[config.mk]
export PLATFORM = sky130hd
export DESIGN_NAME = quad_motor_speed_stepper_flat
export DESIGN_NICKNAME = d
export VERILOG_FILES = /design/src/rtl/qmss_pkg.sv /design/src/rtl/qmss_if.sv /design/src/rtl/qmss_update.sv /design/src/rtl/quad_motor_speed_stepper.sv /design/src/flat_wrapper.sv
export VERILOG_INCLUDE_DIRS = /design/src /design/src/rtl
export SDC_FILE = /design/constraint.sdc
export NUM_CORES = 1
export LEC_CHECK = 0
export BUFFER_PORTS_ARGS = -buffer_cell sky130_fd_sc_hd__buf_2
export CAP_MARGIN = 30
export CORE_MARGIN = 2
export CORE_UTILIZATION = 40
export DETAILED_ROUTE_END_ITERATION = 12
export GPL_TIMING_DRIVEN = 0
export REMOVE_ABC_BUFFERS = 1
export SLEW_MARGIN = 15
export SYNTH_ARGS = -nofsm -noshare
export SYNTH_HDL_FRONTEND = slang
export SYNTH_HIERARCHICAL = 1
export SYNTH_SLANG_ARGS = --single-unit
export TNS_END_PERCENT = 5
[constraint.sdc]
create_clock -name clk -period 13.5 [get_ports clk]
set_input_delay 1.35 -clock clk [delete_from_list [all_inputs] [get_ports clk]]
set_output_delay 1.35 -clock clk [all_outputs]
set_load 0.005 [all_outputs]
[src/rtl/quad_motor_speed_stepper_macros.svh]
// Assertion macros shared by the quad motor speed stepper RTL.
// Define ASSERT_OFF to compile every assertion away.
`ifndef QUAD_MOTOR_SPEED_STEPPER_MACROS_SVH
`define QUAD_MOTOR_SPEED_STEPPER_MACROS_SVH

`ifndef ASSERT_OFF

// The expression holds at every clock edge outside reset.
`define QMSS_ASSERT_ALWAYS(lbl, clk, rst_n, expr, msg) \
    lbl: assert property (@(posedge clk) disable iff (!rst_n) (expr)) else $error(msg);

// The consequent holds in the same cycle as the antecedent.
`define QMSS_ASSERT_IMPL(lbl, clk, rst_n, ante, cons, msg) \
    lbl: assert property (@(posedge clk) disable iff (!rst_n) (ante) |-> (cons)) \
        else $error(msg);

// The consequent holds in the cycle after the antecedent.
`define QMSS_ASSERT_NEXT(lbl, clk, rst_n, ante, cons, msg) \
    lbl: assert property (@(posedge clk) disable iff (!rst_n) (ante) |=> (cons)) \
        else $error(msg);

`else

`define QMSS_ASSERT_ALWAYS(lbl, clk, rst_n, expr, msg)
`define QMSS_ASSERT_IMPL(lbl, clk, rst_n, ante, cons, msg)
`define QMSS_ASSERT_NEXT(lbl, clk, rst_n, ante, cons, msg)

`endif

`endif

[src/rtl/qmss_pkg.sv]
// Shared types and constants of the quad motor speed stepper.
// No dependencies; every other RTL source file but the macros header imports this package.
package qmss_pkg;

    // Configuration port geometry and register indexes.
    localparam int CFG_INDEX_W = 2;
    localparam int CFG_VALUE_W = 15;

    localparam logic [CFG_INDEX_W-1:0] CFG_TIMEOUT_SECONDS = 2'd0;
    localparam logic [CFG_INDEX_W-1:0] CFG_GYRO_DEADBAND   = 2'd1;
    localparam logic [CFG_INDEX_W-1:0] CFG_STICK_LIMIT     = 2'd2;

    // Register reset values.
    localparam logic [7:0]  TIMEOUT_RESET  = 8'd1;
    localparam logic [14:0] DEADBAND_RESET = 15'd327;
    localparam logic [8:0]  STICK_RESET    = 9'd281;

    // Motor slots in the speed vector.
    localparam int MOTOR_ONE   = 0;
    localparam int MOTOR_TWO   = 1;
    localparam int MOTOR_THREE = 2;
    localparam int MOTOR_FOUR  = 3;
    localparam int MOTOR_COUNT = 4;

    localparam int DUTY_W = 7;

    // One control tick worth of sensor and stick data.
    typedef struct packed {
        logic signed [9:0]  throttle_step;
        logic signed [15:0] gyro_roll;
        logic signed [15:0] gyro_pitch;
        logic signed [15:0] gyro_yaw;
        logic [7:0]         command_age;
        logic [7:0]         mode_button;
    } qmss_sample_t;

    // Motor duties and the mode after one tick.
    typedef struct packed {
        logic [DUTY_W-1:0] duty_one;
        logic [DUTY_W-1:0] duty_two;
        logic [DUTY_W-1:0] duty_three;
        logic [DUTY_W-1:0] duty_four;
        logic              stabilize_mode;
    } qmss_duty_t;

    // Configuration register set.
    typedef struct packed {
        logic [7:0]  timeout_seconds;
        logic [14:0] gyro_deadband;
        logic [8:0]  stick_limit;
    } qmss_cfg_t;

endpackage

[src/rtl/qmss_if.sv]
// Handshake interfaces of the quad motor speed stepper: sample, duty and config.
// Depends on qmss_pkg for the payload types.
interface qmss_sample_if
    import qmss_pkg::*;
();
    logic         valid;
    logic         ready;
    qmss_sample_t data;

    modport source (output valid, output data, input ready);
    modport sink   (input valid, input data, output ready);
endinterface

interface qmss_duty_if
    import qmss_pkg::*;
();
    logic       valid;
    logic       ready;
    qmss_duty_t data;

    modport source (output valid, output data, input ready);
    modport sink   (input valid, input data, output ready);
endinterface

interface qmss_cfg_if
    import qmss_pkg::*;
();
    logic                   valid;
    logic                   ready;
    logic [CFG_INDEX_W-1:0] index;
    logic [CFG_VALUE_W-1:0] value;

    modport source (output valid, output index, output value, input ready);
    modport sink   (input valid, input index, input value, output ready);
endinterface

[src/rtl/qmss_update.sv]
// Next-state and duty logic for one control tick of the motor speed stepper.
// Purely combinational; depends on qmss_pkg.
module qmss_update
    import qmss_pkg::*;
#(
    parameter int FRACTION_BITS = 8,
    parameter int DUTY_RANGE    = 100,
    parameter int SPEED_W       = 15
)
(
    input  qmss_sample_t                            item,
    input  qmss_cfg_t                               cfg_regs,
    input  logic [MOTOR_COUNT-1:0][SPEED_W-1:0]     speed_cur,
    input  logic                                    mode_cur,
    input  logic [7:0]                              last_button_cur,
    output logic [MOTOR_COUNT-1:0][SPEED_W-1:0]     speed_next,
    output logic                                    mode_next,
    output qmss_duty_t                              result
);

    // Working width covers speeds, the raw step and the five point offset with headroom.
    localparam int BASE_A = (SPEED_W > 11) ? SPEED_W : 11;
    localparam int BASE_B = (BASE_A > FRACTION_BITS + 3) ? BASE_A : FRACTION_BITS + 3;
    localparam int WORK_W = BASE_B + 2;

    localparam logic signed [WORK_W-1:0] ONE_POINT  = WORK_W'(1 << FRACTION_BITS);
    localparam logic signed [WORK_W-1:0] MAX_OFFSET = WORK_W'(5 * (1 << FRACTION_BITS));
    localparam logic signed [WORK_W-1:0] STALE_STEP =
        WORK_W'(-(((1 << FRACTION_BITS) + 5) / 10));
    localparam logic signed [WORK_W-1:0] SPEED_MAX  =
        WORK_W'(DUTY_RANGE * (1 << FRACTION_BITS));

    // Magnitude of a raw gyro rate compared against the deadband.
    function automatic logic gyro_active(input logic signed [15:0] rate,
                                         input logic [14:0] deadband);
        logic [16:0] mag;
        mag = rate[15] ? (17'd0 - {rate[15], rate}) : {1'b0, rate};
        return mag > {2'b00, deadband};
    endfunction

    // Pair rule: bit 1 raises the low side, bit 0 raises the high side.
    function automatic logic [1:0] pair_nudge(input logic active, input logic neg,
                                              input logic signed [WORK_W-1:0] hi,
                                              input logic signed [WORK_W-1:0] lo);
        logic [1:0] r;
        r = 2'b00;
        if (active)
        begin
            if (neg && ((lo - hi) < MAX_OFFSET))
                r = 2'b10;
            else if ((hi - lo) < MAX_OFFSET)
                r = 2'b01;
        end
        return r;
    endfunction

    // Saturate a working value to the legal speed range.
    function automatic logic signed [WORK_W-1:0] clamp_speed(
            input logic signed [WORK_W-1:0] s);
        logic signed [WORK_W-1:0] r;
        if (s[WORK_W-1])
            r = '0;
        else if (s > SPEED_MAX)
            r = SPEED_MAX;
        else
            r = s;
        return r;
    endfunction

    logic signed [WORK_W-1:0] w [MOTOR_COUNT];
    logic signed [WORK_W-1:0] step;
    logic signed [WORK_W-1:0] step_mag;
    logic signed [WORK_W-1:0] limit_w;
    logic [1:0]               roll_nudge;
    logic [1:0]               pitch_nudge;
    logic                     yaw_on;

    // A rise in the button value toggles the mode before the speeds are updated.
    assign mode_next = mode_cur ^ (last_button_cur < item.mode_button);

    // Speed update for the selected mode.
    always_comb
    begin
        for (int i = 0; i < MOTOR_COUNT; i++)
        begin
            w[i] = $signed(WORK_W'(speed_cur[i]));
        end

        step = WORK_W'(item.throttle_step);
        if (item.command_age > cfg_regs.timeout_seconds)
            step = STALE_STEP;
        step_mag = step[WORK_W-1] ? -step : step;
        limit_w  = $signed(WORK_W'(cfg_regs.stick_limit));

        roll_nudge  = pair_nudge(gyro_active(item.gyro_roll, cfg_regs.gyro_deadband),
                                 item.gyro_roll[15], w[MOTOR_ONE], w[MOTOR_THREE]);
        pitch_nudge = pair_nudge(gyro_active(item.gyro_pitch, cfg_regs.gyro_deadband),
                                 item.gyro_pitch[15], w[MOTOR_TWO], w[MOTOR_FOUR]);
        yaw_on      = gyro_active(item.gyro_yaw, cfg_regs.gyro_deadband);

        if (!mode_next)
        begin
            // Common throttle: motor three carries the shared speed.
            if (step_mag <= limit_w)
                w[MOTOR_THREE] = w[MOTOR_THREE] + step;
            w[MOTOR_THREE] = clamp_speed(w[MOTOR_THREE]);
            w[MOTOR_ONE]   = w[MOTOR_THREE];
            w[MOTOR_TWO]   = w[MOTOR_THREE];
            w[MOTOR_FOUR]  = w[MOTOR_THREE];
        end
        else
        begin
            // Tilt correction on the two motor pairs.
            if (roll_nudge[1])
                w[MOTOR_THREE] = w[MOTOR_THREE] + ONE_POINT;
            if (roll_nudge[0])
                w[MOTOR_ONE] = w[MOTOR_ONE] + ONE_POINT;
            if (pitch_nudge[1])
                w[MOTOR_FOUR] = w[MOTOR_FOUR] + ONE_POINT;
            if (pitch_nudge[0])
                w[MOTOR_TWO] = w[MOTOR_TWO] + ONE_POINT;

            // Yaw correction moves all motors one point against the rate.
            if (yaw_on)
            begin
                for (int i = 0; i < MOTOR_COUNT; i++)
                begin
                    w[i] = item.gyro_yaw[15] ? (w[i] + ONE_POINT) : (w[i] - ONE_POINT);
                end
            end
        end

        for (int i = 0; i < MOTOR_COUNT; i++)
        begin
            speed_next[i] = SPEED_W'(clamp_speed(w[i]));
        end
    end

    // Duties are the integer parts, kept to the duty field width.
    always_comb
    begin
        result.duty_one       = DUTY_W'(speed_next[MOTOR_ONE] >> FRACTION_BITS);
        result.duty_two       = DUTY_W'(speed_next[MOTOR_TWO] >> FRACTION_BITS);
        result.duty_three     = DUTY_W'(speed_next[MOTOR_THREE] >> FRACTION_BITS);
        result.duty_four      = DUTY_W'(speed_next[MOTOR_FOUR] >> FRACTION_BITS);
        result.stabilize_mode = mode_next;
    end

endmodule

[src/rtl/quad_motor_speed_stepper.sv]
// Quad motor speed stepper top level: input register, tick update, result register.
// An accepted sample passes the input register and then the result register to its duty transaction.
// Throughput is one sample per cycle while the duty output is ready; the single tick update between registers sets it.
// rst_n clears the speeds, the mode, the last button value and all valid flags, and
// loads the register defaults. Depends on qmss_pkg, qmss_if, qmss_update and the macros.
`include "quad_motor_speed_stepper_macros.svh"

module quad_motor_speed_stepper
    import qmss_pkg::*;
#(
    parameter int FRACTION_BITS = 8,
    parameter int DUTY_RANGE    = 100
)
(
    input  logic          clk,
    input  logic          rst_n,
    qmss_sample_if.sink   sample,
    qmss_duty_if.source   duty,
    qmss_cfg_if.sink      cfg
);

    localparam int SPEED_W = $clog2(DUTY_RANGE * (1 << FRACTION_BITS) + 1);
    localparam logic [SPEED_W-1:0] SPEED_MAX = SPEED_W'(DUTY_RANGE * (1 << FRACTION_BITS));

    qmss_cfg_t                           cfg_reg;
    logic                                in_valid_reg;
    qmss_sample_t                        in_item_reg;
    logic                                out_valid_reg;
    qmss_duty_t                          out_item_reg;
    logic [MOTOR_COUNT-1:0][SPEED_W-1:0] speed_reg;
    logic [MOTOR_COUNT-1:0][SPEED_W-1:0] speed_next;
    logic                                mode_reg;
    logic                                mode_next;
    logic [7:0]                          last_button_reg;
    qmss_duty_t                          result;
    logic                                advance;
    logic                                speeds_in_range;
    logic                                speeds_shared;

    // The tick stage moves forward when it holds a sample and the result register is free or drains.
    assign advance      = in_valid_reg && (!out_valid_reg || duty.ready);
    assign sample.ready = !in_valid_reg || advance;
    assign cfg.ready    = 1'b1;
    assign duty.valid   = out_valid_reg;
    assign duty.data    = out_item_reg;

    // Configuration writes; unknown indexes are dropped.
    always_ff @(posedge clk or negedge rst_n)
    begin
        if (!rst_n)
        begin
            cfg_reg.timeout_seconds <= TIMEOUT_RESET;
            cfg_reg.gyro_deadband   <= DEADBAND_RESET;
            cfg_reg.stick_limit     <= STICK_RESET;
        end
        else if (cfg.valid)
        begin
            unique case (cfg.index)
                CFG_TIMEOUT_SECONDS: cfg_reg.timeout_seconds <= cfg.value[7:0];
                CFG_GYRO_DEADBAND:   cfg_reg.gyro_deadband   <= cfg.value[14:0];
                CFG_STICK_LIMIT:     cfg_reg.stick_limit     <= cfg.value[8:0];
                default:             ;
            endcase
        end
    end

    // Input register valid flag.
    always_ff @(posedge clk or negedge rst_n)
    begin
        if (!rst_n)
            in_valid_reg <= 1'b0;
        else if (sample.valid && sample.ready)
            in_valid_reg <= 1'b1;
        else if (advance)
            in_valid_reg <= 1'b0;
    end

    // Input register payload.
    always_ff @(posedge clk)
    begin
        if (sample.valid && sample.ready)
            in_item_reg <= sample.data;
    end

    // One control tick of next-state logic.
    qmss_update #(
        .FRACTION_BITS (FRACTION_BITS),
        .DUTY_RANGE    (DUTY_RANGE),
        .SPEED_W       (SPEED_W)
    ) u_update (
        .item            (in_item_reg),
        .cfg_regs        (cfg_reg),
        .speed_cur       (speed_reg),
        .mode_cur        (mode_reg),
        .last_button_cur (last_button_reg),
        .speed_next      (speed_next),
        .mode_next       (mode_next),
        .result          (result)
    );

    // Tick state commits when the stage advances.
    always_ff @(posedge clk or negedge rst_n)
    begin
        if (!rst_n)
        begin
            speed_reg       <= '0;
            mode_reg        <= 1'b0;
            last_button_reg <= '0;
        end
        else if (advance)
        begin
            speed_reg       <= speed_next;
            mode_reg        <= mode_next;
            last_button_reg <= in_item_reg.mode_button;
        end
    end

    // Result register valid flag.
    always_ff @(posedge clk or negedge rst_n)
    begin
        if (!rst_n)
            out_valid_reg <= 1'b0;
        else if (advance)
            out_valid_reg <= 1'b1;
        else if (duty.ready)
            out_valid_reg <= 1'b0;
    end

    // Result register payload.
    always_ff @(posedge clk)
    begin
        if (advance)
            out_item_reg <= result;
    end

    // Summary conditions on the stored speeds for the checks below.
    assign speeds_in_range = (speed_reg[MOTOR_ONE] <= SPEED_MAX) &&
                             (speed_reg[MOTOR_TWO] <= SPEED_MAX) &&
                             (speed_reg[MOTOR_THREE] <= SPEED_MAX) &&
                             (speed_reg[MOTOR_FOUR] <= SPEED_MAX);
    assign speeds_shared   = (speed_reg[MOTOR_ONE] == speed_reg[MOTOR_THREE]) &&
                             (speed_reg[MOTOR_TWO] == speed_reg[MOTOR_THREE]) &&
                             (speed_reg[MOTOR_FOUR] == speed_reg[MOTOR_THREE]);

    // Stored speeds stay inside the saturation range.
    `QMSS_ASSERT_ALWAYS(a_speed_range, clk, rst_n, speeds_in_range, "speed out of range")

    // In common throttle mode all four motors share one speed.
    `QMSS_ASSERT_IMPL(a_common_speed, clk, rst_n, !mode_reg, speeds_shared, "motor speeds differ")

    // The mode changes only when a tick is processed.
    `QMSS_ASSERT_NEXT(a_mode_hold, clk, rst_n, !advance, $stable(mode_reg), "mode changed")

    // A new result appears only after a held sample.
    `QMSS_ASSERT_IMPL(a_result_source, clk, rst_n, $rose(out_valid_reg), $past(in_valid_reg), "no sample")

endmodule

[src/flat_wrapper.sv]
// flat-port wrapper written by rule: the top's interface ports become plain ports
module quad_motor_speed_stepper_flat import qmss_pkg::*;
#(
    parameter int FRACTION_BITS = 8,
    parameter int DUTY_RANGE    = 100
)
  (clk, rst_n, sample_valid, sample_data, sample_ready, duty_valid, duty_data, duty_ready, cfg_valid, cfg_index, cfg_value, cfg_ready);
  qmss_sample_if sample_i ();
  qmss_duty_if duty_i ();
  qmss_cfg_if cfg_i ();
  input  logic clk;
  input  logic rst_n;
  input wire logic [$bits(sample_i.valid)-1:0] sample_valid;
  input wire logic [$bits(sample_i.data)-1:0] sample_data;
  output wire logic [$bits(sample_i.ready)-1:0] sample_ready;
  output wire logic [$bits(duty_i.valid)-1:0] duty_valid;
  output wire logic [$bits(duty_i.data)-1:0] duty_data;
  input wire logic [$bits(duty_i.ready)-1:0] duty_ready;
  input wire logic [$bits(cfg_i.valid)-1:0] cfg_valid;
  input wire logic [$bits(cfg_i.index)-1:0] cfg_index;
  input wire logic [$bits(cfg_i.value)-1:0] cfg_value;
  output wire logic [$bits(cfg_i.ready)-1:0] cfg_ready;
  assign sample_i.valid = sample_valid;
  assign sample_i.data = sample_data;
  assign sample_ready = sample_i.ready;
  assign duty_valid = duty_i.valid;
  assign duty_data = duty_i.data;
  assign duty_i.ready = duty_ready;
  assign cfg_i.valid = cfg_valid;
  assign cfg_i.index = cfg_index;
  assign cfg_i.value = cfg_value;
  assign cfg_ready = cfg_i.ready;
  quad_motor_speed_stepper #(.FRACTION_BITS(FRACTION_BITS), .DUTY_RANGE(DUTY_RANGE)) u_core (.clk(clk), .rst_n(rst_n), .sample(sample_i), .duty(duty_i), .cfg(cfg_i));
endmodule
==> flow_summary_export.csv <==
group,metric,value,unit
grt,overflow,0,
yosys,yosysTopAreaCell,"edfxtp_1",
placement,hpwl,36990,um
grt,grt_pass1_vias,14630,
floorplan,core_area,43930,um2
floorplan,die_h,214.5,um
placement,portBuffers,126,
layout,multi_input_area,11070,um2
grt,met1_usage,27.64,%
layout,drive_above_1_share,18.50,%
yosys,ys_types,113,
yosys,synthCells,1880,
timing,fin_skew,0.01414,ns
floorplan,io_pins,128,
layout,fin_nets,2238,
yosys,async_reset_ff_share,50.00,%
floorplan,die-area,46010,um2
clock_network,root_buffer,"clkbuf_16",
power_and_ir_drop,leakage,8.337,nW
placement,dp_cells,2525,
clock_network,cts_resized,0,
drt,dr.first_iter.drc_count,975,
drt,vias,14790,
drt,routed_via_density,5.755,
floorplan,die_w,214.5,um
layout,finalNonFillerCells,2570,
layout,num_antenna_cells,0,
yosys,synth.most_common_cell,"ha_1",
critical_path,worst_setup_path_start_kind,"flop",
drt,ant_nets,0,
hold_path,hold_path_depth,1,
outcome,status,"completed",
grt,grt_use_met3,2.355,%
grt,groute.usage.overall,20.69,%
grt,grt_antenna_before_repair,0,
yosys,synthTopCellsByCount,"177 x ha_1, 141 x inv_1, 132 x a21oi_1",
timing,hold_viol_final,0,
critical_path,cp_top_family,"simple AND/OR/NAND/NOR gates",
timing,maxSlewHeadroom,36.50,%
yosys,synth_seq_cells,206,
clock_network,cts_setup_buffers,0,
power_and_ir_drop,power,5.211,mW
clock_network,ctsHtreeMaxLevel,1,
clock_network,cts_hold_buf,0,
timing,rsz0062_at_grt,"no",
timing,worstMarginPinSlew,0.9467,ns
clock_network,cts_buffer_depth,3,
yosys,synth_flop_cell,"edfxtp_1",
clock_network,clk_pin_slew_worst_paths,0.06,ns
timing,report.final.slew_viol_count,0,
yosys,synth-edff-count,103,
drt,routed_wl,48110,um
critical_path,crit_cells,27,
critical_path,path_buf_inv,0,
timing,period_minus_slack,7.874,ns
drt,drt_pass1_iterations,5,
critical_path,crit_path_end_kind,"flop",
drt,wire_per_inst,18.72,um
critical_path,r2r_cells,27,
timing,timing.final.crit_share,58.33,%
drt,drc_errors,0,
critical_path,cp.arrival,8.36,ns
critical_path,ff2ff_setup_slack,5.63,ns
grt,top_usage_layer,"met2",
yosys,synth_area_leaders,"edfxtp_1 17%, dfrtp_1 13%, ha_1 12%, mux2_2 6.8%, xnor2_1 4.4%",
grt,grt_max_degree,79,
grt,grt.met2_usage,35.41,%
timing,tns,0,ns
clock_network,clock_sinks,206,
power_and_ir_drop,powerDensity,263.7,nW/um2
timing,setup_viol,0,
grt,grt_pass1_wl,77690,um
layout,seq_area,5683,um2
layout,largest_register_ffs,74,
layout,utilization,44.98,%
clock_network,cts_tree,"yes",
placement,gp_congestion,0.9007,
yosys,synth_top_cell_area_share,17.45,%
yosys,yosys_warnings,6,
hold_path,hp-class,"flop to flop",
critical_path,cp.required,13.99,ns
layout,fillers,4265,
floorplan,start_util,40.35,%
yosys,synth_seq_area_share,32.06,%
timing,clock.fmax,127.0,MHz
critical_path,slowest_delay,0.72,ns
clock_network,clk_latency,0.56,ns
clock_network,cts_buffers,25,
layout,area_growth,11.47,%
yosys,syn_avg_cell_area,9.429,um2
yosys,syn-cell-area,17730,um2
critical_path,critPathKind,"flop to flop",
critical_path,worstPathMaxFanout,14,
critical_path,crit_path_top_delay_cell,"a211oi_4",
power_and_ir_drop,vdd_drop_max,0.1033,mV
job,maxCapViolCount,0,
floorplan,row_count,77,
## cells by family after synthesis
| family | after synthesis | synth area share (%) |
|---|---|---|
| adder cells (fa/ha/maj) | 182 | 13.06 |
| AND/OR/NAND/NOR | 532 | 16.09 |
| flip-flops | 206 | 32.06 |
| other | 1 | 0.02116 |
| buffers and inverters | 230 | 5.859 |
| XOR/XNOR | 107 | 5.407 |
| multiplexers | 123 | 7.708 |
| AO/OA/AOI/OAI | 499 | 19.80 |
## routing by layer
layer	vias to the layer above	wire length (um)
met5	-	0
met4	0	1257
met3	87	2409
met2	425	22480
met1	7144	21960
li1	7135	-
## layout make-up
cell class	instances	area share, %
multi-input combinational	1444	56.01
sequential	206	28.76
timing repair buffer	141	4.445
tap	592	3.749
clock buffer	30	3.261
inverter	142	2.698
clock inverter	15	1.076
## power breakdown
part	internal, mW	switching [mW]
clock network	0.436	0.276
logic	1.35	2.11
registers	0.864	0.171
## cell usage in the layout, fill, tap and decap left out, types with 9 or more instances in the layout
master     Yosys  routed
and2_1        13      12
clkbuf_16      0      25
buf_2          8     126
nand2b_1      32      32
and3_1        16      16
dfstp_2       10      10
nor4_1        19      19
nand3_1       41      41
inv_1        141     139
mux2_2       107     107
a21oi_1      132     131
o21a_1        22      22
nor3_1        61      61
o211ai_1      20      20
xor2_1        16      15
a211o_1       12      12
or4_1          9       9
nand2_1      120     119
o31ai_1       20      19
ha_1         177     177
nor2_1        94      92
nor2b_1       15      15
o21ai_1       18      18
nand4_1       26      26
dfrtp_1       93      93
edfxtp_1     103     103
nor3b_1        9       9
or3_1         15      15
o21ai_0       66      66
o22ai_1       10      10
a31oi_1       16      15
nor2_2        11      13
a21o_1        33      33
a211oi_1      18      17
mux2i_1       15      15
xnor2_1       89      89
## metrics by stage
stage / instance area, um2 / hold slack (ns) / worst slack, ns
after floorplan: 17220 / 0.4572 / 6.326
after global placement: 18590 / 0.4717 / 4.150
after detailed placement: 18900 / 0.4838 / 5.749
after CTS: 19760 / 0.4971 / 5.692
after global routing: 19760 / 0.5159 / 5.094
final: 19760 / 0.4934 / 5.626
## path summary, 6_finish.rpt
| kind | start | end |
|---|---|---|
| worst min-delay path | u_core/last_button_reg[0]$_DFFE_PN0P_ | u_core/last_button_reg[0]$_DFFE_PN0P_ |
| worst min register to register | u_core/last_button_reg[0]$_DFFE_PN0P_ | u_core/last_button_reg[0]$_DFFE_PN0P_ |
| worst max-delay path | u_core/in_item_reg[38]$_DFFE_PP_ | u_core/speed_reg[54]$_DFFE_PN0P_ |
| min in group asynchronous | rst_n | u_core/speed_reg[13]$_DFFE_PN0P_ |
| max in group asynchronous | rst_n | u_core/cfg_reg[4]$_DFFE_PN1P_ |
| worst max register to register | u_core/in_item_reg[38]$_DFFE_PP_ | u_core/speed_reg[54]$_DFFE_PN0P_ |
No activity file was read; power rests on OpenSTA's default activity.
